**src/rtl/rrts_pkg.sv**
```systemverilog
package rrts_pkg;

   localparam int SLOT_COUNT_DEF = 16;

   localparam int ACTION_W = 2;
   localparam int SLOT_W   = 4;
   localparam int PTR_W    = 64;
   localparam int STATUS_W = 2;
   localparam int USE_W    = 5;
   localparam int COUNT_W  = 64;

   typedef enum logic [ACTION_W-1:0] {
      ACT_ADD    = 2'd0,
      ACT_REMOVE = 2'd1,
      ACT_SWITCH = 2'd2
   } action_type;

   typedef enum logic [STATUS_W-1:0] {
      STS_DONE     = 2'd0,
      STS_FULL     = 2'd1,
      STS_IGNORED  = 2'd2,
      STS_NO_TASKS = 2'd3
   } status_type;

   typedef enum logic [1:0] {
      ST_IDLE,
      ST_EXEC,
      ST_READ,
      ST_FINISH
   } state_type;

   // controller to datapath
   typedef struct packed {
      logic load_req;
      logic execute;
      logic load_rsp;
   } dp_cmd_type;

   // datapath to controller
   typedef struct packed {
      logic need_read;
   } dp_sts_type;

endpackage

```
**src/rtl/rrts_ram.sv**
```systemverilog
module rrts_ram #(
   parameter int WIDTH = 64,
   parameter int DEPTH = 16
) (
   input  logic                     clock,
   input  logic                     wr_en,
   input  logic [$clog2(DEPTH)-1:0] wr_addr,
   input  logic [WIDTH-1:0]         wr_data,
   input  logic [$clog2(DEPTH)-1:0] rd_addr,
   output logic [WIDTH-1:0]         rd_data
);

   logic [WIDTH-1:0] mem_ff [DEPTH];
   logic [WIDTH-1:0] rd_data_ff;

   always_ff @(posedge clock) begin
      if (wr_en) begin
         mem_ff[wr_addr] <= wr_data;
      end
      rd_data_ff <= mem_ff[rd_addr];
   end

   assign rd_data = rd_data_ff;

endmodule

```
**src/rtl/rrts_ctrl.sv**
```systemverilog
module rrts_ctrl (
   input  logic                clock,
   input  logic                reset,
   input  logic                req_valid,
   output logic                req_ready,
   output logic                rsp_valid,
   input  logic                rsp_ready,
   output rrts_pkg::dp_cmd_type cmd,
   input  rrts_pkg::dp_sts_type sts
);

   import rrts_pkg::*;

   state_type state_ff, state_in;
   logic      rsp_valid_ff, rsp_valid_in;
   logic      out_free;

   assign out_free = !rsp_valid_ff || rsp_ready;

   always_comb begin
      state_in = state_ff;
      case (state_ff)
         ST_IDLE: begin
            if (req_valid) state_in = ST_EXEC;
         end
         ST_EXEC: begin
            state_in = sts.need_read ? ST_READ : ST_FINISH;
         end
         ST_READ: begin
            state_in = ST_FINISH;
         end
         ST_FINISH: begin
            if (out_free) state_in = ST_IDLE;
         end
         default: begin
            state_in = ST_IDLE;
         end
      endcase
   end

   always_comb begin
      req_ready    = 1'b0;
      cmd          = '0;
      case (state_ff)
         ST_IDLE: begin
            req_ready    = 1'b1;
            cmd.load_req = req_valid;
         end
         ST_EXEC: begin
            cmd.execute = 1'b1;
         end
         ST_FINISH: begin
            cmd.load_rsp = out_free;
         end
         default: begin
            cmd = '0;
         end
      endcase
   end

   always_comb begin
      rsp_valid_in = rsp_valid_ff;
      if (cmd.load_rsp) begin
         rsp_valid_in = 1'b1;
      end else if (rsp_ready) begin
         rsp_valid_in = 1'b0;
      end
   end

   always_ff @(posedge clock) begin
      if (reset) begin
         state_ff     <= ST_IDLE;
         rsp_valid_ff <= 1'b0;
      end else begin
         state_ff     <= state_in;
         rsp_valid_ff <= rsp_valid_in;
      end
   end

   assign rsp_valid = rsp_valid_ff;

`ifndef SYNTH
   a_rsp_from_finish: assert property (@(posedge clock) disable iff (reset)
      $rose(rsp_valid_ff) |-> $past(state_ff == ST_FINISH))
      else $error("result raised outside finish state");

   a_idle_holds: assert property (@(posedge clock) disable iff (reset)
      (state_ff == ST_IDLE && !req_valid) |=> state_ff == ST_IDLE)
      else $error("left idle without a request beat");

   a_rsp_held: assert property (@(posedge clock) disable iff (reset)
      (rsp_valid_ff && !rsp_ready) |=> rsp_valid_ff)
      else $error("result beat dropped before it was taken");
`endif

endmodule

```
**src/rtl/rrts_dp.sv**
```systemverilog
module rrts_dp #(
   parameter int SLOT_COUNT = rrts_pkg::SLOT_COUNT_DEF
) (
   input  logic                          clock,
   input  logic                          reset,
   input  rrts_pkg::dp_cmd_type          cmd,
   output rrts_pkg::dp_sts_type          sts,
   input  logic [rrts_pkg::ACTION_W-1:0] req_action,
   input  logic [rrts_pkg::SLOT_W-1:0]   req_task_slot,
   input  logic [rrts_pkg::PTR_W-1:0]    req_context_pointer,
   output logic [rrts_pkg::STATUS_W-1:0] rsp_status,
   output logic [rrts_pkg::SLOT_W-1:0]   rsp_chosen_slot,
   output logic [rrts_pkg::PTR_W-1:0]    rsp_resume_pointer,
   output logic [rrts_pkg::USE_W-1:0]    rsp_tasks_in_use,
   output logic [rrts_pkg::COUNT_W-1:0]  rsp_switch_total
);

   import rrts_pkg::*;

   localparam int SW = $clog2(SLOT_COUNT);
   localparam int HW = $clog2(SLOT_COUNT + 1);
   localparam int IW = ((SW > SLOT_W) ? SW : SLOT_W) + 1;

   // captured request
   action_type        action_ff;
   logic [SLOT_W-1:0] slot_ff;
   logic [PTR_W-1:0]  ptr_ff;

   // task table state
   logic [SLOT_COUNT-1:0] flags_ff, flags_in;
   logic                  cur_valid_ff, cur_valid_in;
   logic [SW-1:0]         cur_ff, cur_in;
   logic [HW-1:0]         hw_ff, hw_in;
   logic [COUNT_W-1:0]    cnt_ff, cnt_in;

   // per-item result
   status_type    res_status_ff, res_status_in;
   logic [SW-1:0] res_slot_ff, res_slot_in;
   logic          res_echo_ff, res_echo_in;
   logic          res_read_ff, res_read_in;

   // result register
   logic [STATUS_W-1:0] rsp_status_ff;
   logic [SLOT_W-1:0]   rsp_slot_ff;
   logic [PTR_W-1:0]    rsp_ptr_ff;
   logic [USE_W-1:0]    rsp_use_ff;
   logic [COUNT_W-1:0]  rsp_cnt_ff;

   // search results
   logic          free_found;
   logic [SW-1:0] free_idx;
   logic [SW-1:0] start_idx;
   logic          up_found, any_found;
   logic [SW-1:0] up_idx, any_idx;
   logic [IW-1:0] rm_wide;
   logic          rm_ok;

   // pointer store port
   logic             wr_en;
   logic [SW-1:0]    wr_addr;
   logic [PTR_W-1:0] rd_data;

   always_comb begin
      free_found = 1'b0;
      free_idx   = '0;
      for (int i = SLOT_COUNT - 1; i >= 0; i--) begin
         if (!flags_ff[i]) begin
            free_found = 1'b1;
            free_idx   = SW'(i);
         end
      end
   end

   // round-robin: first running slot at or after start, else first running overall
   always_comb begin
      if (!cur_valid_ff || cur_ff == SW'(SLOT_COUNT - 1)) begin
         start_idx = '0;
      end else begin
         start_idx = cur_ff + SW'(1);
      end
   end

   always_comb begin
      up_found  = 1'b0;
      up_idx    = '0;
      any_found = 1'b0;
      any_idx   = '0;
      for (int i = SLOT_COUNT - 1; i >= 0; i--) begin
         if (flags_ff[i]) begin
            any_found = 1'b1;
            any_idx   = SW'(i);
            if (SW'(i) >= start_idx) begin
               up_found = 1'b1;
               up_idx   = SW'(i);
            end
         end
      end
   end

   assign rm_wide = IW'(slot_ff);
   assign rm_ok   = (rm_wide != '0) && (rm_wide < IW'(SLOT_COUNT));

   always_comb begin
      flags_in      = flags_ff;
      cur_valid_in  = cur_valid_ff;
      cur_in        = cur_ff;
      hw_in         = hw_ff;
      cnt_in        = cnt_ff;
      res_status_in = res_status_ff;
      res_slot_in   = res_slot_ff;
      res_echo_in   = res_echo_ff;
      res_read_in   = res_read_ff;
      wr_en         = 1'b0;
      wr_addr       = free_idx;
      if (cmd.execute) begin
         res_status_in = STS_IGNORED;
         res_slot_in   = '0;
         res_echo_in   = 1'b0;
         res_read_in   = 1'b0;
         case (action_ff)
            ACT_ADD: begin
               if (free_found) begin
                  flags_in[free_idx] = 1'b1;
                  wr_en              = 1'b1;
                  wr_addr            = free_idx;
                  if (HW'(free_idx) >= hw_ff) begin
                     hw_in = HW'(free_idx) + HW'(1);
                  end
                  res_status_in = STS_DONE;
                  res_slot_in   = free_idx;
               end else begin
                  res_status_in = STS_FULL;
               end
            end
            ACT_REMOVE: begin
               if (rm_ok) begin
                  flags_in[rm_wide[SW-1:0]] = 1'b0;
                  res_status_in             = STS_DONE;
               end
            end
            ACT_SWITCH: begin
               cnt_in = cnt_ff + COUNT_W'(1);
               if (hw_ff == '0) begin
                  res_status_in = STS_NO_TASKS;
                  res_echo_in   = 1'b1;
               end else begin
                  // save outgoing pointer before the resume read
                  wr_en         = cur_valid_ff;
                  wr_addr       = cur_ff;
                  cur_valid_in  = 1'b1;
                  cur_in        = up_found ? up_idx : (any_found ? any_idx : '0);
                  res_status_in = STS_DONE;
                  res_slot_in   = cur_in;
                  res_read_in   = 1'b1;
               end
            end
            default: begin
               res_status_in = STS_IGNORED;
            end
         endcase
      end
   end

   assign sts.need_read = (action_ff == ACT_SWITCH) && (hw_ff != '0);

   always_ff @(posedge clock) begin
      if (reset) begin
         flags_ff     <= '0;
         cur_valid_ff <= 1'b0;
         hw_ff        <= '0;
         cnt_ff       <= '0;
      end else begin
         flags_ff     <= flags_in;
         cur_valid_ff <= cur_valid_in;
         hw_ff        <= hw_in;
         cnt_ff       <= cnt_in;
      end
   end

   always_ff @(posedge clock) begin
      if (cmd.load_req) begin
         action_ff <= action_type'(req_action);
         slot_ff   <= req_task_slot;
         ptr_ff    <= req_context_pointer;
      end
      cur_ff        <= cur_in;
      res_status_ff <= res_status_in;
      res_slot_ff   <= res_slot_in;
      res_echo_ff   <= res_echo_in;
      res_read_ff   <= res_read_in;
      if (cmd.load_rsp) begin
         rsp_status_ff <= res_status_ff;
         rsp_slot_ff   <= SLOT_W'(res_slot_ff);
         rsp_ptr_ff    <= res_read_ff ? rd_data : (res_echo_ff ? ptr_ff : '0);
         rsp_use_ff    <= USE_W'(hw_ff);
         rsp_cnt_ff    <= cnt_ff;
      end
   end

   rrts_ram #(
      .WIDTH (PTR_W),
      .DEPTH (SLOT_COUNT)
   ) u_ptr_ram (
      .clock   (clock),
      .wr_en   (wr_en),
      .wr_addr (wr_addr),
      .wr_data (ptr_ff),
      .rd_addr (res_slot_ff),
      .rd_data (rd_data)
   );

   assign rsp_status         = rsp_status_ff;
   assign rsp_chosen_slot    = rsp_slot_ff;
   assign rsp_resume_pointer = rsp_ptr_ff;
   assign rsp_tasks_in_use   = rsp_use_ff;
   assign rsp_switch_total   = rsp_cnt_ff;

`ifndef SYNTH
   a_hw_bound: assert property (@(posedge clock) disable iff (reset)
      hw_ff <= HW'(SLOT_COUNT))
      else $error("high-water count beyond table size");

   a_slot0_kept: assert property (@(posedge clock) disable iff (reset)
      hw_ff != '0 |-> flags_ff[0])
      else $error("slot 0 dead after table in use");

   a_cur_needs_use: assert property (@(posedge clock) disable iff (reset)
      cur_valid_ff |-> hw_ff != '0)
      else $error("slot selected on unused table");

   a_cnt_only_switch: assert property (@(posedge clock) disable iff (reset)
      !(cmd.execute && action_ff == ACT_SWITCH) |=> cnt_ff == $past(cnt_ff))
      else $error("switch counter moved without a switch");
`endif

endmodule

```
**src/rtl/round_robin_task_scheduler.sv**
```systemverilog
// Round-robin task table with one result beat for every request beat. Add claims the
// lowest dead slot and stores its initial context pointer; remove kills a slot (slot 0
// and slots past the table are refused); switch saves the outgoing pointer for the
// current slot, moves cyclically to the next running slot and returns its saved pointer.
// One request is worked at a time: the request beat is captured in the idle state and
// worked in the execute state; a switch on a table in use then passes the read state,
// the registered read of the pointer store after the outgoing pointer is written on its
// single write port; the result register is loaded in the finish state once it is free.
// A new request is taken the cycle after the result is loaded, so requests never
// overlap; the result register lets the next request in while a result still waits.
// Pointers of slots never added read as whatever the store holds.
module round_robin_task_scheduler #(
   parameter int SLOT_COUNT = rrts_pkg::SLOT_COUNT_DEF
) (
   input  logic                          clock,
   input  logic                          reset,
   input  logic                          req_valid,
   output logic                          req_ready,
   input  logic [rrts_pkg::ACTION_W-1:0] req_action,
   input  logic [rrts_pkg::SLOT_W-1:0]   req_task_slot,
   input  logic [rrts_pkg::PTR_W-1:0]    req_context_pointer,
   output logic                          rsp_valid,
   input  logic                          rsp_ready,
   output logic [rrts_pkg::STATUS_W-1:0] rsp_status,
   output logic [rrts_pkg::SLOT_W-1:0]   rsp_chosen_slot,
   output logic [rrts_pkg::PTR_W-1:0]    rsp_resume_pointer,
   output logic [rrts_pkg::USE_W-1:0]    rsp_tasks_in_use,
   output logic [rrts_pkg::COUNT_W-1:0]  rsp_switch_total
);

   import rrts_pkg::*;

   dp_cmd_type cmd;
   dp_sts_type sts;

   rrts_ctrl u_ctrl (
      .clock     (clock),
      .reset     (reset),
      .req_valid (req_valid),
      .req_ready (req_ready),
      .rsp_valid (rsp_valid),
      .rsp_ready (rsp_ready),
      .cmd       (cmd),
      .sts       (sts)
   );

   rrts_dp #(
      .SLOT_COUNT (SLOT_COUNT)
   ) u_dp (
      .clock               (clock),
      .reset               (reset),
      .cmd                 (cmd),
      .sts                 (sts),
      .req_action          (req_action),
      .req_task_slot       (req_task_slot),
      .req_context_pointer (req_context_pointer),
      .rsp_status          (rsp_status),
      .rsp_chosen_slot     (rsp_chosen_slot),
      .rsp_resume_pointer  (rsp_resume_pointer),
      .rsp_tasks_in_use    (rsp_tasks_in_use),
      .rsp_switch_total    (rsp_switch_total)
   );

endmodule

```
**config.mk**
```make
export PLATFORM = sky130hd
export DESIGN_NAME = round_robin_task_scheduler
export DESIGN_NICKNAME = d
export VERILOG_FILES = /design/src/rtl/rrts_pkg.sv /design/src/rtl/rrts_ram.sv /design/src/rtl/rrts_ctrl.sv /design/src/rtl/rrts_dp.sv /design/src/rtl/round_robin_task_scheduler.sv
export SDC_FILE = /design/constraint.sdc
export NUM_CORES = 1
export LEC_CHECK = 0
export BUFFER_PORTS_ARGS = -buffer_cell sky130_fd_sc_hd__clkbuf_2
export CAP_MARGIN = 10
export CORE_ASPECT_RATIO = 1.1
export CORE_MARGIN = 2
export CORE_UTILIZATION = 50
export DETAILED_ROUTE_END_ITERATION = 7
export PLACE_DENSITY = 0.67
export REMOVE_ABC_BUFFERS = 1
export SETUP_SLACK_MARGIN = 0.02
export SLEW_MARGIN = 20
export SYNTH_ARGS = -nofsm -noshare
export SYNTH_HDL_FRONTEND = slang
export SYNTH_SLANG_ARGS = --single-unit
export TNS_END_PERCENT = 5
```
**constraint.sdc**
```tcl
create_clock -name clock -period 6.9 [get_ports clock]
set_input_delay 0.345 -clock clock [delete_from_list [all_inputs] [get_ports clock]]
set_output_delay 0.345 -clock clock [all_outputs]
set_load 0.05 [all_outputs]
```
# After elaboration in Yosys (flattened, before gate mapping)
# Memories as Yosys holds them, arrays and structs flattened. A register that Yosys moved wholly into a read port is not among the register bits.
# Index checks and enable logic that the tools add are counted.
dict set report word_totals {
  memories 1
  ff_bits 310
  inputBits 74
  elab_cells 247
  mem_bits_rw 1024
}
dict set report op_classes {
  magnitude_cmp 22
  n_reduce_logical 20
  mux 168
  n_eq_ne 10
  bitwise_logic 4
  add_sub_neg 3
}
# memory depth word_bits read_ports rd_clocked_by_memory_dff wr line
set memory_table {}
lappend memory_table {u_dp.u_ptr_ram.mem_ff 16 64 1 1 1 rrts_ram.sv:13} ;# logic [WIDTH-1:0] mem_ff [DEPTH];
# cell count
set op_table {}
lappend op_table {{2-to-1 mux 4 bit} 72}
lappend op_table {{2-to-1 mux 64 bit} 2}
lappend op_table {{2-to-1 mux 1 bit} 81}
lappend op_table {{adder 64 x 1 -> 64 bit (second input constant)} 1}
lappend op_table {{>= comparator 4 bit (first input constant)} 8}
lappend op_table {{2-to-1 mux 16 bit} 2}
lappend op_table {{one-hot mux 16 bit (2 select lines)} 1}
lappend op_table {{AND 16 bit} 1}
lappend op_table {{>= comparator 3 x 4 -> 1 bit (first input constant)} 4}
lappend op_table {{NOT 16 bit} 1}
lappend op_table {{bitwise OR 16 bit} 1}
lappend op_table {{less-than comparator 4 x 5 -> 1 bit (second input constant)} 3}
lappend op_table {{nonzero test 5 bit} 2}
lappend op_table {{demux 1 bit (select 4 bit)} 2}
lappend op_table {{>= comparator 1 x 4 -> 1 bit (first input constant)} 2}
lappend op_table {{>= comparator 2 x 4 -> 1 bit (first input constant)} 2}
lappend op_table {{>= comparator 4 x 1 -> 1 bit (second input constant)} 2}
lappend op_table {{2-to-1 mux 2 bit} 4}
lappend op_table {{one-hot mux 2 bit (4 select lines)} 1}
lappend op_table {{one-hot mux 4 bit (2 select lines)} 1}
lappend op_table {{AND reduction 4 bit} 2}
lappend op_table {{== test 2 bit (second input constant)} 3}
lappend op_table {{inequality test 2 x 1 -> 1 bit (second input constant)} 3}
lappend op_table {{one-hot mux 2 bit (3 select lines)} 1}
lappend op_table {{other kinds (16)} 25}

# Depth between registers and ports, before layout
# Gate-level depths: netlist of run 1.
dict set report logic_depth {
  ltp_word 39
  ltp_mapped 16
  mapped_depth_nobuf 14
}

# Modules after synthesis
# From an unflattened synthesis of run 1, not the netlist that was laid out.
dict set report unflattened {
  hier_cells 2608
  hier_area_um2 52013.6
}
# mod cells_each seq_area_each_um2 n_inst area_each_um2
set by_module_without_submodules {}
lappend by_module_without_submodules {rrts_ram 1647 32030.7 1 39581.7}
lappend by_module_without_submodules {rrts_dp 936 8358.0 1 12215.5}
lappend by_module_without_submodules {rrts_ctrl 25 60.1 1 216.5}

# Least setup slack after synthesis of run 1
# OpenSTA, ideal clock, no wires.
dict set report synth_path {
  path_type {reg-to-reg}
  startpoint {register u_ctrl.rsp_valid_ff, in the netlist u_ctrl.rsp_valid}
  endpoint {register u_dp.rsp_slot_ff[0], in the netlist u_dp.rsp_chosen_slot[0] (enable)}
  arrival_ns 6.853
  slack_ns -0.609
  setup_time_ns 0.656
  required_time_ns 6.244
  path_buffers 0
  path_stages_with_launch 3
  cell_sequence {dfxtp_1 -> nor2b_1 -> nor2b_1}
}
# element line
set synth_lines {}
lappend synth_lines {{from (decl)} rrts_ctrl.sv:15} ;# logic rsp_valid_ff, rsp_valid_in;
lappend synth_lines {{from (signal assigned)} rrts_ctrl.sv:76} ;# rsp_valid_ff <= rsp_valid_in;
lappend synth_lines {{to (signal assigned)} rrts_dp.sv:193} ;# rsp_slot_ff <= SLOT_W'(res_slot_ff);
lappend synth_lines {{to (decl)} rrts_dp.sv:44} ;# logic [SLOT_W-1:0] rsp_slot_ff;

# Final worst setup path of run 1
dict set report layout_path {
  startpoint {register u_ctrl.state_ff[1]}
  endpoint {memory u_dp.u_ptr_ram.mem_ff[15][29] (enable)}
}
dict set report layout_via {
  elab_chain_len 5
  word_cells_on_any_way 6
}
# element line
set layout_lines {}
lappend layout_lines {{from (decl)} rrts_ctrl.sv:14} ;# state_type state_ff, state_in;
lappend layout_lines {{from (signal assigned)} rrts_ctrl.sv:75} ;# state_ff <= state_in;
lappend layout_lines {{== test 2 x 1 -> 1 bit (*)} rrts_ctrl.sv:44} ;# case (state_ff)
lappend layout_lines {{2-to-1 mux 1 bit (*)} rrts_ctrl.sv:44}
lappend layout_lines {{2-to-1 mux 1 bit} rrts_dp.sv:115} ;# if (cmd.execute) begin
lappend layout_lines {{2-to-1 mux 1 bit} rrts_ram.sv:17} ;# if (wr_en) begin
lappend layout_lines {{2-to-1 mux 1 bit (not written as such)} rrts_ram.sv:18} ;# mem_ff[wr_addr] <= wr_data;
lappend layout_lines {{to (decl)} rrts_ram.sv:13}
# Mark *: on every way between the ends. The rest lies on a longest branch, timed or not.

==> flow_summary.html, run 1 <==
<table>
<tr><th>Metric</th><th>Value</th></tr>
<tr><th colspan="2">Status</th></tr>
<tr><td>Outcome</td><td>completed</td></tr>
<tr><th colspan="2">Clocking</th></tr>
<tr><td>CTS tree</td><td>built</td></tr>
<tr><td>Quantity of hold-fixing buffers added after cts</td><td>71</td></tr>
<tr><td>H-Tree Depth</td><td>4</td></tr>
<tr><td>Resize count post-CTS</td><td>0</td></tr>
<tr><td>Worst-path clk slew</td><td>0.06 ns</td></tr>
<tr><td>Root cell of the clock tree</td><td>sky130_fd_sc_hd__clkbuf_16</td></tr>
<tr><td>Latest clock arrival within the worst-skew pair</td><td>0.74 ns</td></tr>
<tr><td>Clock Path Buffers</td><td>3</td></tr>
<tr><td>Number of buffers created by CTS</td><td>138</td></tr>
<tr><td>Setup bufs post-CTS</td><td>0</td></tr>
<tr><td>Number of clock sinks seen by CTS</td><td>1398</td></tr>
<tr><th colspan="2">Setup path</th></tr>
<tr><td>WP data arrival</td><td>4.61 ns</td></tr>
<tr><td>Worst path slowest cell</td><td>sky130_fd_sc_hd__buf_4</td></tr>
<tr><td>Start point of the critical path</td><td>u_ctrl.state_ff[1]</td></tr>
<tr><td>Critical Path End</td><td>u_dp.u_ptr_ram.mem_ff[15][29]</td></tr>
<tr><td>RR Startpoint</td><td>u_ctrl.state_ff[1]</td></tr>
<tr><td>Largest driver fanout on the critical path</td><td>40</td></tr>
<tr><td>List of cells traversed by the critical path</td><td>inv_1 -&gt; ha_1 -&gt; inv_1 -&gt; nor2_1 -&gt; nand2_1 -&gt; nor2_1 -&gt; a21o_1 -&gt; nand3_1 -&gt; nor3_2 -&gt; buf_4 -&gt; buf_4</td></tr>
<tr><td>Req. time, crit path</td><td>7.25 ns</td></tr>
<tr><td>Critical register-to-register path endpoint</td><td>u_dp.u_ptr_ram.mem_ff[15][29]</td></tr>
<tr><td>Number of cell instances on the worst register-to-register path</td><td>11</td></tr>
<tr><td>Worst Path Class, Setup</td><td>register to register</td></tr>
<tr><td>CP max stage delay</td><td>0.66 ns</td></tr>
<tr><td>Category of the worst setup path launch point</td><td>register</td></tr>
<tr><td>Reg2reg setup slack</td><td>2.64 ns</td></tr>
<tr><td>Element type at the critical path end</td><td>register</td></tr>
<tr><th colspan="2">STA</th></tr>
<tr><td>Highest clock rate</td><td>235 MHz</td></tr>
<tr><td>Fraction of the cycle the final worst path needs</td><td>61.7%</td></tr>
<tr><td>Time the worst path needs with I/O delays and setup</td><td>4.26 ns</td></tr>
<tr><td>Hold Fails Final Rpt</td><td>0</td></tr>
<tr><td>Least-Margin Pin Slew</td><td>1.18 ns</td></tr>
<tr><td>Rel. slew slack</td><td>21.5%</td></tr>
<tr><td>Final setup fails</td><td>0</td></tr>
<tr><td>Summed negative setup slack over all endpoints</td><td>0 ns</td></tr>
<tr><td>Clock tree skew after final layout</td><td>0.0269 ns</td></tr>
<tr><td>Worst hold slack</td><td>0.0613 ns</td></tr>
<tr><td>Setup repair after global routing missed its margin</td><td>false</td></tr>
<tr><td>Fin. max-slew vios</td><td>0</td></tr>
<tr><th colspan="2">Routing</th></tr>
<tr><td>Iteration-0 DRC Markers</td><td>2728</td></tr>
<tr><td>WL per Instance</td><td>26.0 µm</td></tr>
<tr><td>Detailed-router iteration count before antenna repair</td><td>7</td></tr>
<tr><td>Number of remaining DRC errors</td><td>0</td></tr>
<tr><td>Post-route ant nets</td><td>0</td></tr>
<tr><td>Via count</td><td>25800</td></tr>
<tr><td>Mean number of vias per cell</td><td>5.93</td></tr>
<tr><td>Routed WL</td><td>113000 µm</td></tr>
<tr><th colspan="2">Global route</th></tr>
<tr><td>Initial antenna violation count</td><td>2</td></tr>
<tr><td>Via count of the first global-routing pass</td><td>26200</td></tr>
<tr><td>Global routing usage summed across all routing layers</td><td>21.3%</td></tr>
<tr><td>Largest net degree at the start of global routing</td><td>144</td></tr>
<tr><td>Global-route wire length before repair</td><td>169000 µm</td></tr>
<tr><td>Congestion Overflow GR</td><td>0</td></tr>
<tr><th colspan="2">Pwr</th></tr>
<tr><td>IR Drop Worst-Case VDD</td><td>0.222 mV</td></tr>
<tr><td>Power per cell area</td><td>362 nW/µm²</td></tr>
<tr><td>Leakage component of the power</td><td>19.7 nW</td></tr>
<tr><th colspan="2">Yosys</th></tr>
<tr><td>Count of flip-flops with a built-in enable after synthesis</td><td>1245</td></tr>
<tr><td>Primary FF master, synth</td><td>sky130_fd_sc_hd__edfxtp_1</td></tr>
<tr><td>Library cells used by synthesis</td><td>77</td></tr>
<tr><td>Number of storage elements in the synthesis netlist</td><td>1398</td></tr>
<tr><td>Sequential cell area fraction in the yosys report</td><td>77.3%</td></tr>
<tr><td>XOR/XNOR Fraction of Synth Area</td><td>0.753%</td></tr>
<tr><td>Post-Synthesis Cell Area</td><td>52300 µm²</td></tr>
<tr><td>Cell count after synthesis</td><td>2500</td></tr>
<tr><td>Fraction of the mapped netlist area in compound gates</td><td>2.92%</td></tr>
<tr><td>Arithmetic-cell share of the synthesized area counting full adders, half adders and majority gates</td><td>0.311%</td></tr>
<tr><td>Number of warnings issued by yosys</td><td>0</td></tr>
<tr><td>Post-synthesis simple-gate area fraction</td><td>3.56%</td></tr>
<tr><td>Mean cell area of the mapped netlist</td><td>20.9 µm²</td></tr>
<tr><td>Multiplexer area fraction after synthesis</td><td>14.0%</td></tr>
<tr><td>Main combinational cell family by area after synthesis</td><td>multiplexers</td></tr>
<tr><td>Share of synthesized flip-flops with an asynchronous set or reset</td><td>0%</td></tr>
<tr><th colspan="2">Die</th></tr>
<tr><td>Boundary Pins</td><td>215</td></tr>
<tr><td>FP Rows</td><td>124</td></tr>
<tr><td>Placeable core region</td><td>104000 µm²</td></tr>
<tr><td>Die W</td><td>312 µm</td></tr>
<tr><td>Starting Density</td><td>50.4%</td></tr>
<tr><td>Die Footprint</td><td>107000 µm²</td></tr>
<tr><td>Chip height</td><td>343 µm</td></tr>
<tr><th colspan="2">Cells and area</th></tr>
<tr><td>Antenna diodes</td><td>0</td></tr>
<tr><td>Cell area after layout</td><td>60400 µm²</td></tr>
<tr><td>Leading cell types in the layout, fill and taps excluded</td><td>sky130_fd_sc_hd__edfxtp_1 (1245), sky130_fd_sc_hd__mux4_2 (320), sky130_fd_sc_hd__clkbuf_2 (213)</td></tr>
<tr><td>Net count reported at finish</td><td>2943</td></tr>
<tr><td>Number of inserted filler cells in the final layout</td><td>7471</td></tr>
<tr><td>Most common cell after layout, fill and taps aside</td><td>sky130_fd_sc_hd__edfxtp_1</td></tr>
<tr><td>Fraction of final layout cells with drive strength greater than 1</td><td>27.6%</td></tr>
<tr><td>Area growth from synthesis to layout</td><td>15.5%</td></tr>
<tr><th colspan="2">Job</th></tr>
<tr><td>Number of maximum-capacitance violations</td><td>0</td></tr>
<tr><th colspan="2">Place</th></tr>
<tr><td>Port buffer count</td><td>214</td></tr>
<tr><td>Detailed placer's ending HPWL</td><td>62900 µm</td></tr>
<tr><td>GPL Wtd Cong</td><td>0.862</td></tr>
<tr><td>Instance area at placement</td><td>55100 µm²</td></tr>
<tr><th colspan="2">Worst hold path</th></tr>
<tr><td>Class of the tightest hold or removal check</td><td>input port to register</td></tr>
</table>
==> through the flow <==
stage               cells  util, %  setup slack [ns]  total power (W)
global route         4357     58.2              2.20           0.0226
detailed placement   4027     53.1              2.66           0.0146
CTS                  4353     58.1              2.59           0.0220
global placement     4027     53.1              2.82           0.0145
floorplan            2383        -             -4.43           0.0140
finish               4357     58.2              2.64           0.0219
==> registers in the layout, summed over array words and instances, names as in the netlist <==
name and count:
u_ctrl.state_ff 2, u_dp.flags_ff 16, u_dp.slot_ff 4, u_dp.cnt_ff 64, u_dp.rsp_status 2, u_dp.action_ff 2, u_dp.hw_ff 5, u_dp.res_slot_ff 4
u_dp.res_status_ff 2, u_dp.ptr_ff 64, u_dp.cur_valid_ff 1, u_dp.cur_ff 4, u_dp.rsp_switch_total 64, u_dp.rsp_tasks_in_use 5, u_dp.res_read_ff 1, u_ctrl.rsp_valid 1
u_dp.u_ptr_ram.mem_ff 1024, u_dp.rsp_chosen_slot 4, u_dp.rsp_resume_pointer 64, u_dp.u_ptr_ram.rd_data 64, u_dp.res_echo_ff 1
==> metal layers <==
metal	vias to the layer above	wire, µm	GRT usage [%]
met2	1020	56100	34.8
met1	13600	48100	30.3
met5	-	13	0
met4	2	2090	5.34
met3	170	7200	3.52
li1	11000	-	-
==> synth_stat cells (23+ instances only) <==
cell type	number	area share (%)
sky130_fd_sc_hd__nor3_1	33	0.32
sky130_fd_sc_hd__clkbuf_1	85	0.61
sky130_fd_sc_hd__nand2_1	54	0.39
sky130_fd_sc_hd__xor2_1	27	0.45
sky130_fd_sc_hd__o21ai_0	35	0.33
sky130_fd_sc_hd__nor2_1	86	0.62
sky130_fd_sc_hd__mux4_2	320	14
sky130_fd_sc_hd__a22o_1	64	1.1
sky130_fd_sc_hd__nand4_1	23	0.28
sky130_fd_sc_hd__edfxtp_1	1245	71
sky130_fd_sc_hd__nand3_1	42	0.40
sky130_fd_sc_hd__buf_1	27	0.19
sky130_fd_sc_hd__inv_1	29	0.21
sky130_fd_sc_hd__dfxtp_1	153	5.9
sky130_fd_sc_hd__a21oi_1	37	0.35
==> worst min-delay path by stage <==
stage	startpoint	endpoint	slack (ns)	cells past startpoint
finish	reset	u_ctrl.rsp_valid	0.06	2
global placement	u_dp.res_status_ff[0]	u_dp.rsp_status[0]	0.41	0
CTS	reset	u_ctrl.rsp_valid	0.001	2
global route	reset	u_dp.hw_ff[4]	0.05	2
detailed placement	u_dp.res_status_ff[1]	u_dp.rsp_status[1]	0.41	0
floorplan	u_dp.res_status_ff[0]	u_dp.rsp_status[0]	0.40	0
==> critical path, delay by kind of cell, from the launching register on <==
family          cells  cell delay, ns
flops               1            0.33
simple gates        5            1.38
buf+inv             4            1.40
compound gates      1            0.13
fa+ha+maj           1            0.56
==> power by group <==
part           leakage, nW  internal [W]  switching (W)
clock network         2.20       0.00431        0.00314
logic                 4.93       0.00159        0.00203
registers             12.5        0.0102       0.000588
==> kinds of logic after synthesis <==
family | after synthesis
compound gates | 209
xor+xnor | 45
fa+ha+maj | 13
buf+inv | 147
flops | 1398
mux | 333
simple gates | 355
==> final cells by class <==
| cell class | count | area (µm²) | share of cell area (%) |
|---|---|---|---|
| Multi-Input combinational cell | 955 | 11400 | 18.9 |
| Inverter | 30 | 113 | 0.186 |
| Tap cell | 1386 | 1730 | 2.87 |
| Clock inverter | 60 | 682 | 1.13 |
| Sequential cell | 1398 | 40400 | 66.9 |
| Timing Repair Buffer | 333 | 2250 | 3.73 |
| Clock buffer | 195 | 3820 | 6.32 |
Power figures use the tool's default switching activity.
==> run 2, diff against run 1 <==
- clock period: 6.9 -> 3.7 ns (I/O delays scaled with it)
==> run 2 against run 1 <==
Effect of this change:
- die area unchanged
- worst setup slack worse by 2.3 ns
- clock power is 90% higher
- clock skew increased by 0.0055 ns
- routed wire length shrank 5.2%
- fmax up 28%
- largest power group unchanged
==> flow_summary.html, run 2 (synthesis gave the netlist of run 1 again) <==
<table>
<tr><th>Metric</th><th>Value</th></tr>
<tr><th colspan="2">Status</th></tr>
<tr><td>Outcome</td><td>completed</td></tr>
<tr><th colspan="2">Place</th></tr>
<tr><td>Detailed placer's ending HPWL</td><td>57400 µm</td></tr>
<tr><td>Cell total after placement</td><td>4035</td></tr>
<tr><td>Port buffer count</td><td>214</td></tr>
<tr><td>GPL Wtd Cong</td><td>0.838</td></tr>
<tr><th colspan="2">Global route</th></tr>
<tr><td>Congestion Overflow GR</td><td>0</td></tr>
<tr><td>Global routing usage summed across all routing layers</td><td>20.3%</td></tr>
<tr><td>Via count of the first global-routing pass</td><td>26300</td></tr>
<tr><td>Global-route wire length before repair</td><td>163000 µm</td></tr>
<tr><td>Largest net degree at the start of global routing</td><td>82</td></tr>
<tr><td>Initial antenna violation count</td><td>0</td></tr>
<tr><th colspan="2">Setup path</th></tr>
<tr><td>Req. time, crit path</td><td>4.06 ns</td></tr>
<tr><td>Reg2reg setup slack</td><td>0.37 ns</td></tr>
<tr><td>WP data arrival</td><td>3.69 ns</td></tr>
<tr><td>RR Startpoint</td><td>u_dp.flags_ff[9]</td></tr>
<tr><td>List of cells traversed by the critical path</td><td>nand4_1 -&gt; nand2b_1 -&gt; a21oi_1 -&gt; inv_1 -&gt; o21ai_0 -&gt; nand3_1 -&gt; nor3_2 -&gt; buf_12</td></tr>
<tr><td>CP max stage delay</td><td>0.52 ns</td></tr>
<tr><td>Category of the worst setup path launch point</td><td>register</td></tr>
<tr><td>Start point of the critical path</td><td>u_dp.flags_ff[9]</td></tr>
<tr><td>Largest driver fanout on the critical path</td><td>64</td></tr>
<tr><td>Element type at the critical path end</td><td>register</td></tr>
<tr><td>Number of buffers and inverters on the critical path</td><td>2</td></tr>
<tr><td>Number of cell instances on the worst register-to-register path</td><td>8</td></tr>
<tr><td>Kind of cell adding the most delay to the critical path</td><td>simple AND/OR/NAND/NOR gates</td></tr>
<tr><td>Worst path slowest cell</td><td>sky130_fd_sc_hd__dfxtp_1</td></tr>
<tr><td>Worst Path Class, Setup</td><td>register to register</td></tr>
<tr><td>Critical register-to-register path endpoint</td><td>u_dp.u_ptr_ram.mem_ff[14][11]</td></tr>
<tr><th colspan="2">STA</th></tr>
<tr><td>Fin. max-slew vios</td><td>0</td></tr>
<tr><td>Time the worst path needs with I/O delays and setup</td><td>3.33 ns</td></tr>
<tr><td>Summed negative setup slack over all endpoints</td><td>0 ns</td></tr>
<tr><td>Highest clock rate</td><td>300 MHz</td></tr>
<tr><td>Hold Fails Final Rpt</td><td>0</td></tr>
<tr><td>Final setup fails</td><td>0</td></tr>
<tr><td>Least-Margin Pin Slew</td><td>1.11 ns</td></tr>
<tr><td>Clock tree skew after final layout</td><td>0.0324 ns</td></tr>
<tr><td>Rel. slew slack</td><td>25.8%</td></tr>
<tr><td>Fraction of the cycle the final worst path needs</td><td>90.0%</td></tr>
<tr><td>Setup repair after global routing missed its margin</td><td>false</td></tr>
<tr><th colspan="2">Routing</th></tr>
<tr><td>Routed WL</td><td>108000 µm</td></tr>
<tr><td>Mean number of vias per cell</td><td>5.84</td></tr>
<tr><td>Detailed-router iteration count before antenna repair</td><td>5</td></tr>
<tr><td>Via count</td><td>25500</td></tr>
<tr><td>Number of remaining DRC errors</td><td>0</td></tr>
<tr><td>Post-route ant nets</td><td>0</td></tr>
<tr><td>WL per Instance</td><td>24.7 µm</td></tr>
<tr><td>Iteration-0 DRC Markers</td><td>2530</td></tr>
<tr><th colspan="2">Job</th></tr>
<tr><td>Number of maximum-capacitance violations</td><td>0</td></tr>
<tr><th colspan="2">Die</th></tr>
<tr><td>Die Footprint</td><td>107000 µm²</td></tr>
<tr><td>Placeable core region</td><td>104000 µm²</td></tr>
<tr><td>Boundary Pins</td><td>215</td></tr>
<tr><td>Die W</td><td>312 µm</td></tr>
<tr><td>Chip height</td><td>343 µm</td></tr>
<tr><td>Starting Density</td><td>50.4%</td></tr>
<tr><td>FP Rows</td><td>124</td></tr>
<tr><th colspan="2">Clocking</th></tr>
<tr><td>Latest clock arrival within the worst-skew pair</td><td>0.75 ns</td></tr>
<tr><td>CTS tree</td><td>built</td></tr>
<tr><td>Number of clock sinks seen by CTS</td><td>1398</td></tr>
<tr><td>Clock Path Buffers</td><td>3</td></tr>
<tr><td>Worst-path clk slew</td><td>0.07 ns</td></tr>
<tr><td>H-Tree Depth</td><td>4</td></tr>
<tr><td>Setup bufs post-CTS</td><td>0</td></tr>
<tr><td>Root cell of the clock tree</td><td>sky130_fd_sc_hd__clkbuf_16</td></tr>
<tr><td>Number of buffers created by CTS</td><td>139</td></tr>
<tr><th colspan="2">Cells and area</th></tr>
<tr><td>Register bank with the most flops</td><td>u_dp.u_ptr_ram.mem_ff</td></tr>
<tr><td>Most common cell after layout, fill and taps aside</td><td>sky130_fd_sc_hd__edfxtp_1</td></tr>
<tr><td>Number of inserted filler cells in the final layout</td><td>7343</td></tr>
<tr><td>Fraction of final layout cells with drive strength greater than 1</td><td>28.3%</td></tr>
<tr><td>Layout Cells excl Fill</td><td>4362</td></tr>
<tr><td>Number of flip-flops in the largest register</td><td>1024</td></tr>
<tr><td>Area growth from synthesis to layout</td><td>16.5%</td></tr>
<tr><td>Antenna diodes</td><td>0</td></tr>
<tr><td>Leading cell types in the layout, fill and taps excluded</td><td>sky130_fd_sc_hd__edfxtp_1 (1245), sky130_fd_sc_hd__mux4_2 (320), sky130_fd_sc_hd__clkbuf_2 (213)</td></tr>
<tr><td>Net count reported at finish</td><td>2949</td></tr>
<tr><th colspan="2">Worst hold path</th></tr>
<tr><td>Class of the tightest hold or removal check</td><td>input port to register</td></tr>
<tr><td>Hold Crit Depth</td><td>2</td></tr>
<tr><td>Worst min-delay path startpoint</td><td>reset</td></tr>
<tr><td>WHS Endpoint</td><td>u_dp.flags_ff[0]</td></tr>
<tr><th colspan="2">Pwr</th></tr>
<tr><td>Leakage component of the power</td><td>19.8 nW</td></tr>
<tr><td>IR Drop Worst-Case VDD</td><td>0.394 mV</td></tr>
<tr><td>Power per cell area</td><td>671 nW/µm²</td></tr>
</table>
-- run 2: area by class of cell --
type | instances | area (µm²) | area share [%]
clock buffer | 181 | 3740 | 6.13
clock inverter | 74 | 912 | 1.50
inverter | 30 | 113 | 0.185
multi-input combinational | 955 | 11400 | 18.7
sequential | 1398 | 40400 | 66.4
tap | 1386 | 1730 | 2.85
timing repair buffer | 338 | 2590 | 4.26
-- run 2: stage by stage --
stage | cell area, µm² | total power, W | util (%) | hold WS, ns | setup slack, ns
after detailed placement | 55600 | 0.0271 | 53.5 | 0.364 | 0.441
after global placement | 55600 | 0.0269 | 53.5 | 0.364 | 0.501
final | 60900 | 0.0409 | 58.7 | 0.109 | 0.370
after global routing | 60900 | 0.0424 | 58.7 | 0.122 | 0.0921
after CTS | 60900 | 0.0414 | 58.7 | 0.0652 | 0.414
after floorplan | 51900 | 0.0252 | - | 0.254 | -7.63
-- run 2: worst max path at each step --
stage / endpoint / slack [ns] / cells past startpoint
finish: u_dp.u_ptr_ram.mem_ff[14][11] / 0.37 / 8
CTS: u_dp.hw_ff[0] / 0.41 / 14
detailed placement: u_dp.hw_ff[0] / 0.44 / 14
global placement: u_dp.hw_ff[4] / 0.50 / 14
floorplan: u_dp.rsp_chosen_slot[0] / -7.63 / 0
global route: u_dp.res_slot_ff[1] / 0.09 / 8
-- run 2: where the power goes --
part / internal, W / switching [W]
logic: 0.00308 / 0.00356
clock network: 0.00833 / 0.00591
registers: 0.0190 / 0.00102
-- run 2: repair_timing --
item | in CTS | in global routing
hold buffers | 72 | 0
resized for setup | 0 | 0
endpoints found under the hold margin | 73 | 0
-- run 2: layer usage --
| layer | global-route usage, % | part of all wire [%] | vias to the layer above |
|---|---|---|---|
| li1 | - | - | 11100 |
| met1 | 27.5 | 42 | 13400 |
| met2 | 34.4 | 51 | 847 |
| met3 | 3.26 | 5.5 | 152 |
| met4 | 5.57 | 1.9 | 0 |
| met5 | 0 | 0 | - |
==> run 3, diff against run 2 <==
==> constraint.sdc (replaced) <==
create_clock -name clock -period 3.7 [get_ports clock]
set_input_delay 0.555 -clock clock [delete_from_list [all_inputs] [get_ports clock]]
set_output_delay 0.555 -clock clock [all_outputs]
set_load 0.05 [all_outputs]
==> run 3 against run 2 <==
Effect of this change:
- register-to-register slack better by 0.03 ns
- global-route usage is 0.26 points higher
- largest cell class unchanged
- highest routed layer unchanged
- combinational power up 1%
==> flow_summary.html, run 3 (synthesis gave the netlist of run 1 again) <==
<table>
<tr><th>Metric</th><th>Value</th></tr>
<tr><th colspan="2">Clocking</th></tr>
<tr><td>Clock Path Buffers</td><td>3</td></tr>
<tr><td>H-Tree Depth</td><td>4</td></tr>
<tr><td>CTS tree</td><td>built</td></tr>
<tr><td>Worst-path clk slew</td><td>0.06 ns</td></tr>
<tr><td>Root cell of the clock tree</td><td>sky130_fd_sc_hd__clkbuf_16</td></tr>
<tr><td>Number of clock sinks seen by CTS</td><td>1398</td></tr>
<tr><td>Number of buffers created by CTS</td><td>140</td></tr>
<tr><td>Latest clock arrival within the worst-skew pair</td><td>0.74 ns</td></tr>
<tr><th colspan="2">Setup path</th></tr>
<tr><td>Element type at the critical path end</td><td>register</td></tr>
<tr><td>Largest driver fanout on the critical path</td><td>8</td></tr>
<tr><td>WP data arrival</td><td>3.91 ns</td></tr>
<tr><td>Req. time, crit path</td><td>4.31 ns</td></tr>
<tr><td>Worst Path Class, Setup</td><td>register to register</td></tr>
<tr><td>Category of the worst setup path launch point</td><td>register</td></tr>
<tr><th colspan="2">Global route</th></tr>
<tr><td>Global-route wire length before repair</td><td>165000 µm</td></tr>
<tr><td>Global routing usage summed across all routing layers</td><td>20.5%</td></tr>
<tr><td>Via count of the first global-routing pass</td><td>26400</td></tr>
<tr><td>Initial antenna violation count</td><td>1</td></tr>
<tr><td>Largest net degree at the start of global routing</td><td>98</td></tr>
<tr><td>Congestion Overflow GR</td><td>0</td></tr>
<tr><th colspan="2">Cells and area</th></tr>
<tr><td>Sequential cell area</td><td>40400 µm²</td></tr>
<tr><td>Area of the multi-input gates</td><td>11400 µm²</td></tr>
<tr><td>Fraction of final layout cells with drive strength greater than 1</td><td>28.7%</td></tr>
<tr><td>Cell area after layout</td><td>60800 µm²</td></tr>
<tr><td>Number of inserted filler cells in the final layout</td><td>7394</td></tr>
<tr><td>Area growth from synthesis to layout</td><td>16.3%</td></tr>
<tr><td>Leading cell types in the layout, fill and taps excluded</td><td>sky130_fd_sc_hd__edfxtp_1 (1245), sky130_fd_sc_hd__mux4_2 (320), sky130_fd_sc_hd__clkbuf_2 (213)</td></tr>
<tr><td>Most common cell after layout, fill and taps aside</td><td>sky130_fd_sc_hd__edfxtp_1</td></tr>
<tr><td>Antenna diodes</td><td>0</td></tr>
<tr><td>Register bank with the most flops</td><td>u_dp.u_ptr_ram.mem_ff</td></tr>
<tr><td>Number of flip-flops in the largest register</td><td>1024</td></tr>
<tr><td>Net count reported at finish</td><td>2948</td></tr>
<tr><th colspan="2">STA</th></tr>
<tr><td>Hold Fails Final Rpt</td><td>0</td></tr>
<tr><td>Fraction of the cycle the final worst path needs</td><td>89.2%</td></tr>
<tr><td>Clock tree skew after final layout</td><td>0.0304 ns</td></tr>
<tr><td>Least-Margin Pin Slew</td><td>1.01 ns</td></tr>
<tr><td>Setup repair after global routing missed its margin</td><td>false</td></tr>
<tr><td>Time the worst path needs with I/O delays and setup</td><td>3.30 ns</td></tr>
<tr><td>Rel. slew slack</td><td>32.9%</td></tr>
<tr><td>Highest clock rate</td><td>303 MHz</td></tr>
<tr><td>Final setup fails</td><td>0</td></tr>
<tr><td>Fin. max-slew vios</td><td>0</td></tr>
<tr><td>Worst hold slack</td><td>0.0510 ns</td></tr>
<tr><th colspan="2">Die</th></tr>
<tr><td>Die Footprint</td><td>107000 µm²</td></tr>
<tr><td>Starting Density</td><td>50.4%</td></tr>
<tr><td>FP Rows</td><td>124</td></tr>
<tr><td>Chip height</td><td>343 µm</td></tr>
<tr><td>Boundary Pins</td><td>215</td></tr>
<tr><td>Die W</td><td>312 µm</td></tr>
<tr><td>Placeable core region</td><td>104000 µm²</td></tr>
<tr><th colspan="2">Routing</th></tr>
<tr><td>Post-route ant nets</td><td>0</td></tr>
<tr><td>Number of remaining DRC errors</td><td>0</td></tr>
<tr><td>Detailed-router iteration count before antenna repair</td><td>6</td></tr>
<tr><td>WL per Instance</td><td>24.9 µm</td></tr>
<tr><td>Via count</td><td>25500</td></tr>
<tr><td>Routed WL</td><td>109000 µm</td></tr>
<tr><td>Mean number of vias per cell</td><td>5.83</td></tr>
<tr><td>Iteration-0 DRC Markers</td><td>2334</td></tr>
<tr><th colspan="2">Pwr</th></tr>
<tr><td>IR Drop Worst-Case VDD</td><td>0.415 mV</td></tr>
<tr><td>Leakage component of the power</td><td>19.8 nW</td></tr>
<tr><td>Power per cell area</td><td>666 nW/µm²</td></tr>
<tr><td>Overall power consumption</td><td>0.0405 W</td></tr>
<tr><th colspan="2">Status</th></tr>
<tr><td>Outcome</td><td>completed</td></tr>
<tr><th colspan="2">Place</th></tr>
<tr><td>Port buffer count</td><td>214</td></tr>
<tr><td>Detailed placer's ending HPWL</td><td>59500 µm</td></tr>
<tr><td>GPL Wtd Cong</td><td>0.841</td></tr>
<tr><td>Instance area at placement</td><td>55600 µm²</td></tr>
<tr><th colspan="2">Worst hold path</th></tr>
<tr><td>Class of the tightest hold or removal check</td><td>input port to register</td></tr>
<tr><th colspan="2">Job</th></tr>
<tr><td>Number of maximum-capacitance violations</td><td>0</td></tr>
</table>
-- run 3: changes by cell type in the layout (fill, tap and decap cells not counted), sizes merged --
cell | before | now
dlygate4sd3 | 72 | 62
buf | 53 | 61
inv | 41 | 37
clkbuf | 394 | 396
bufinv | 16 | 8
clkinv | 42 | 57
clkinvlp | 5 | 6
-- run 3: per-stage QoR --
stage                     instances  setup WS [ns]  util, %  setup TNS [ns]
after detailed placement       4042          0.441     53.6               0
after global routing           4366          0.111     58.6               0
after floorplan                2383          -7.63        -        -4289.57
after global placement         4041          0.518     53.6               0
final                          4366          0.399     58.6               0
after CTS                      4365          0.439     58.6               0
-- run 3: final timing paths --
| check | slack [ns] | start | depth (start not counted) | end |
|---|---|---|---|---|
| worst min register to register | 0.45 | u_dp.res_status_ff[0] | 0 | u_dp.rsp_status[0] |
| worst max register to register | 0.40 | u_dp.flags_ff[14] | 13 | u_dp.hw_ff[3] |
| worst max-delay path | 0.40 | u_dp.flags_ff[14] | 13 | u_dp.hw_ff[3] |
| worst min-delay path | 0.05 | req_action[1] | 1 | u_dp.action_ff[1] |
-- run 3: worst max-delay path: stages, from the launching register on --
cell and delay (ns):
sky130_fd_sc_hd__dfxtp_1 0.47, sky130_fd_sc_hd__nand2b_1 0.08, sky130_fd_sc_hd__a21boi_0 0.17, sky130_fd_sc_hd__o21ai_0 0.11, sky130_fd_sc_hd__a41oi_1 0.25, sky130_fd_sc_hd__a22o_1 0.38, sky130_fd_sc_hd__inv_1 0.17, sky130_fd_sc_hd__ha_1 0.30
sky130_fd_sc_hd__nand2b_1 0.16, sky130_fd_sc_hd__a21o_1 0.19, sky130_fd_sc_hd__a21o_1 0.18, sky130_fd_sc_hd__a21o_1 0.18, sky130_fd_sc_hd__and2_1 0.22, sky130_fd_sc_hd__a311oi_1 0.33
-- run 3: what timing repair did --
action                                 CTS  global route
setup endpoints to repair                0             0
setup buffers                            0             0
endpoints found under the hold margin   62             0
hold buffers                            62             0
resized for setup                        0             0
-- run 3: cell type report --
cell class | count | share of cell area, %
well taps | 1386 | 2.85
repair buffers | 336 | 4.29
flip-flops and latches | 1398 | 66.5
clock buffers | 183 | 6.26
clock inverters | 78 | 1.18
multi-input cells | 955 | 18.7
inverters | 30 | 0.185
-- run 3: where the power goes --
part	internal, W	total [W]	leakage (nW)	switching [W]
registers	0.0190	0.0200	12.5	0.00103
logic	0.00309	0.00671	5.04	0.00362
clock network	0.00789	0.0138	2.22	0.00588
-- run 3: routing by layer --
metal,part of all wire (%),global-route usage [%],vias to the layer above,wire (µm)
met5,0,0,-,0
met4,2.4,6.10,0,2570
met3,5.0,3.24,180,5480
met2,50,34.5,796,55000
met1,42,28.0,13400,45900
li1,-,-,11100,-
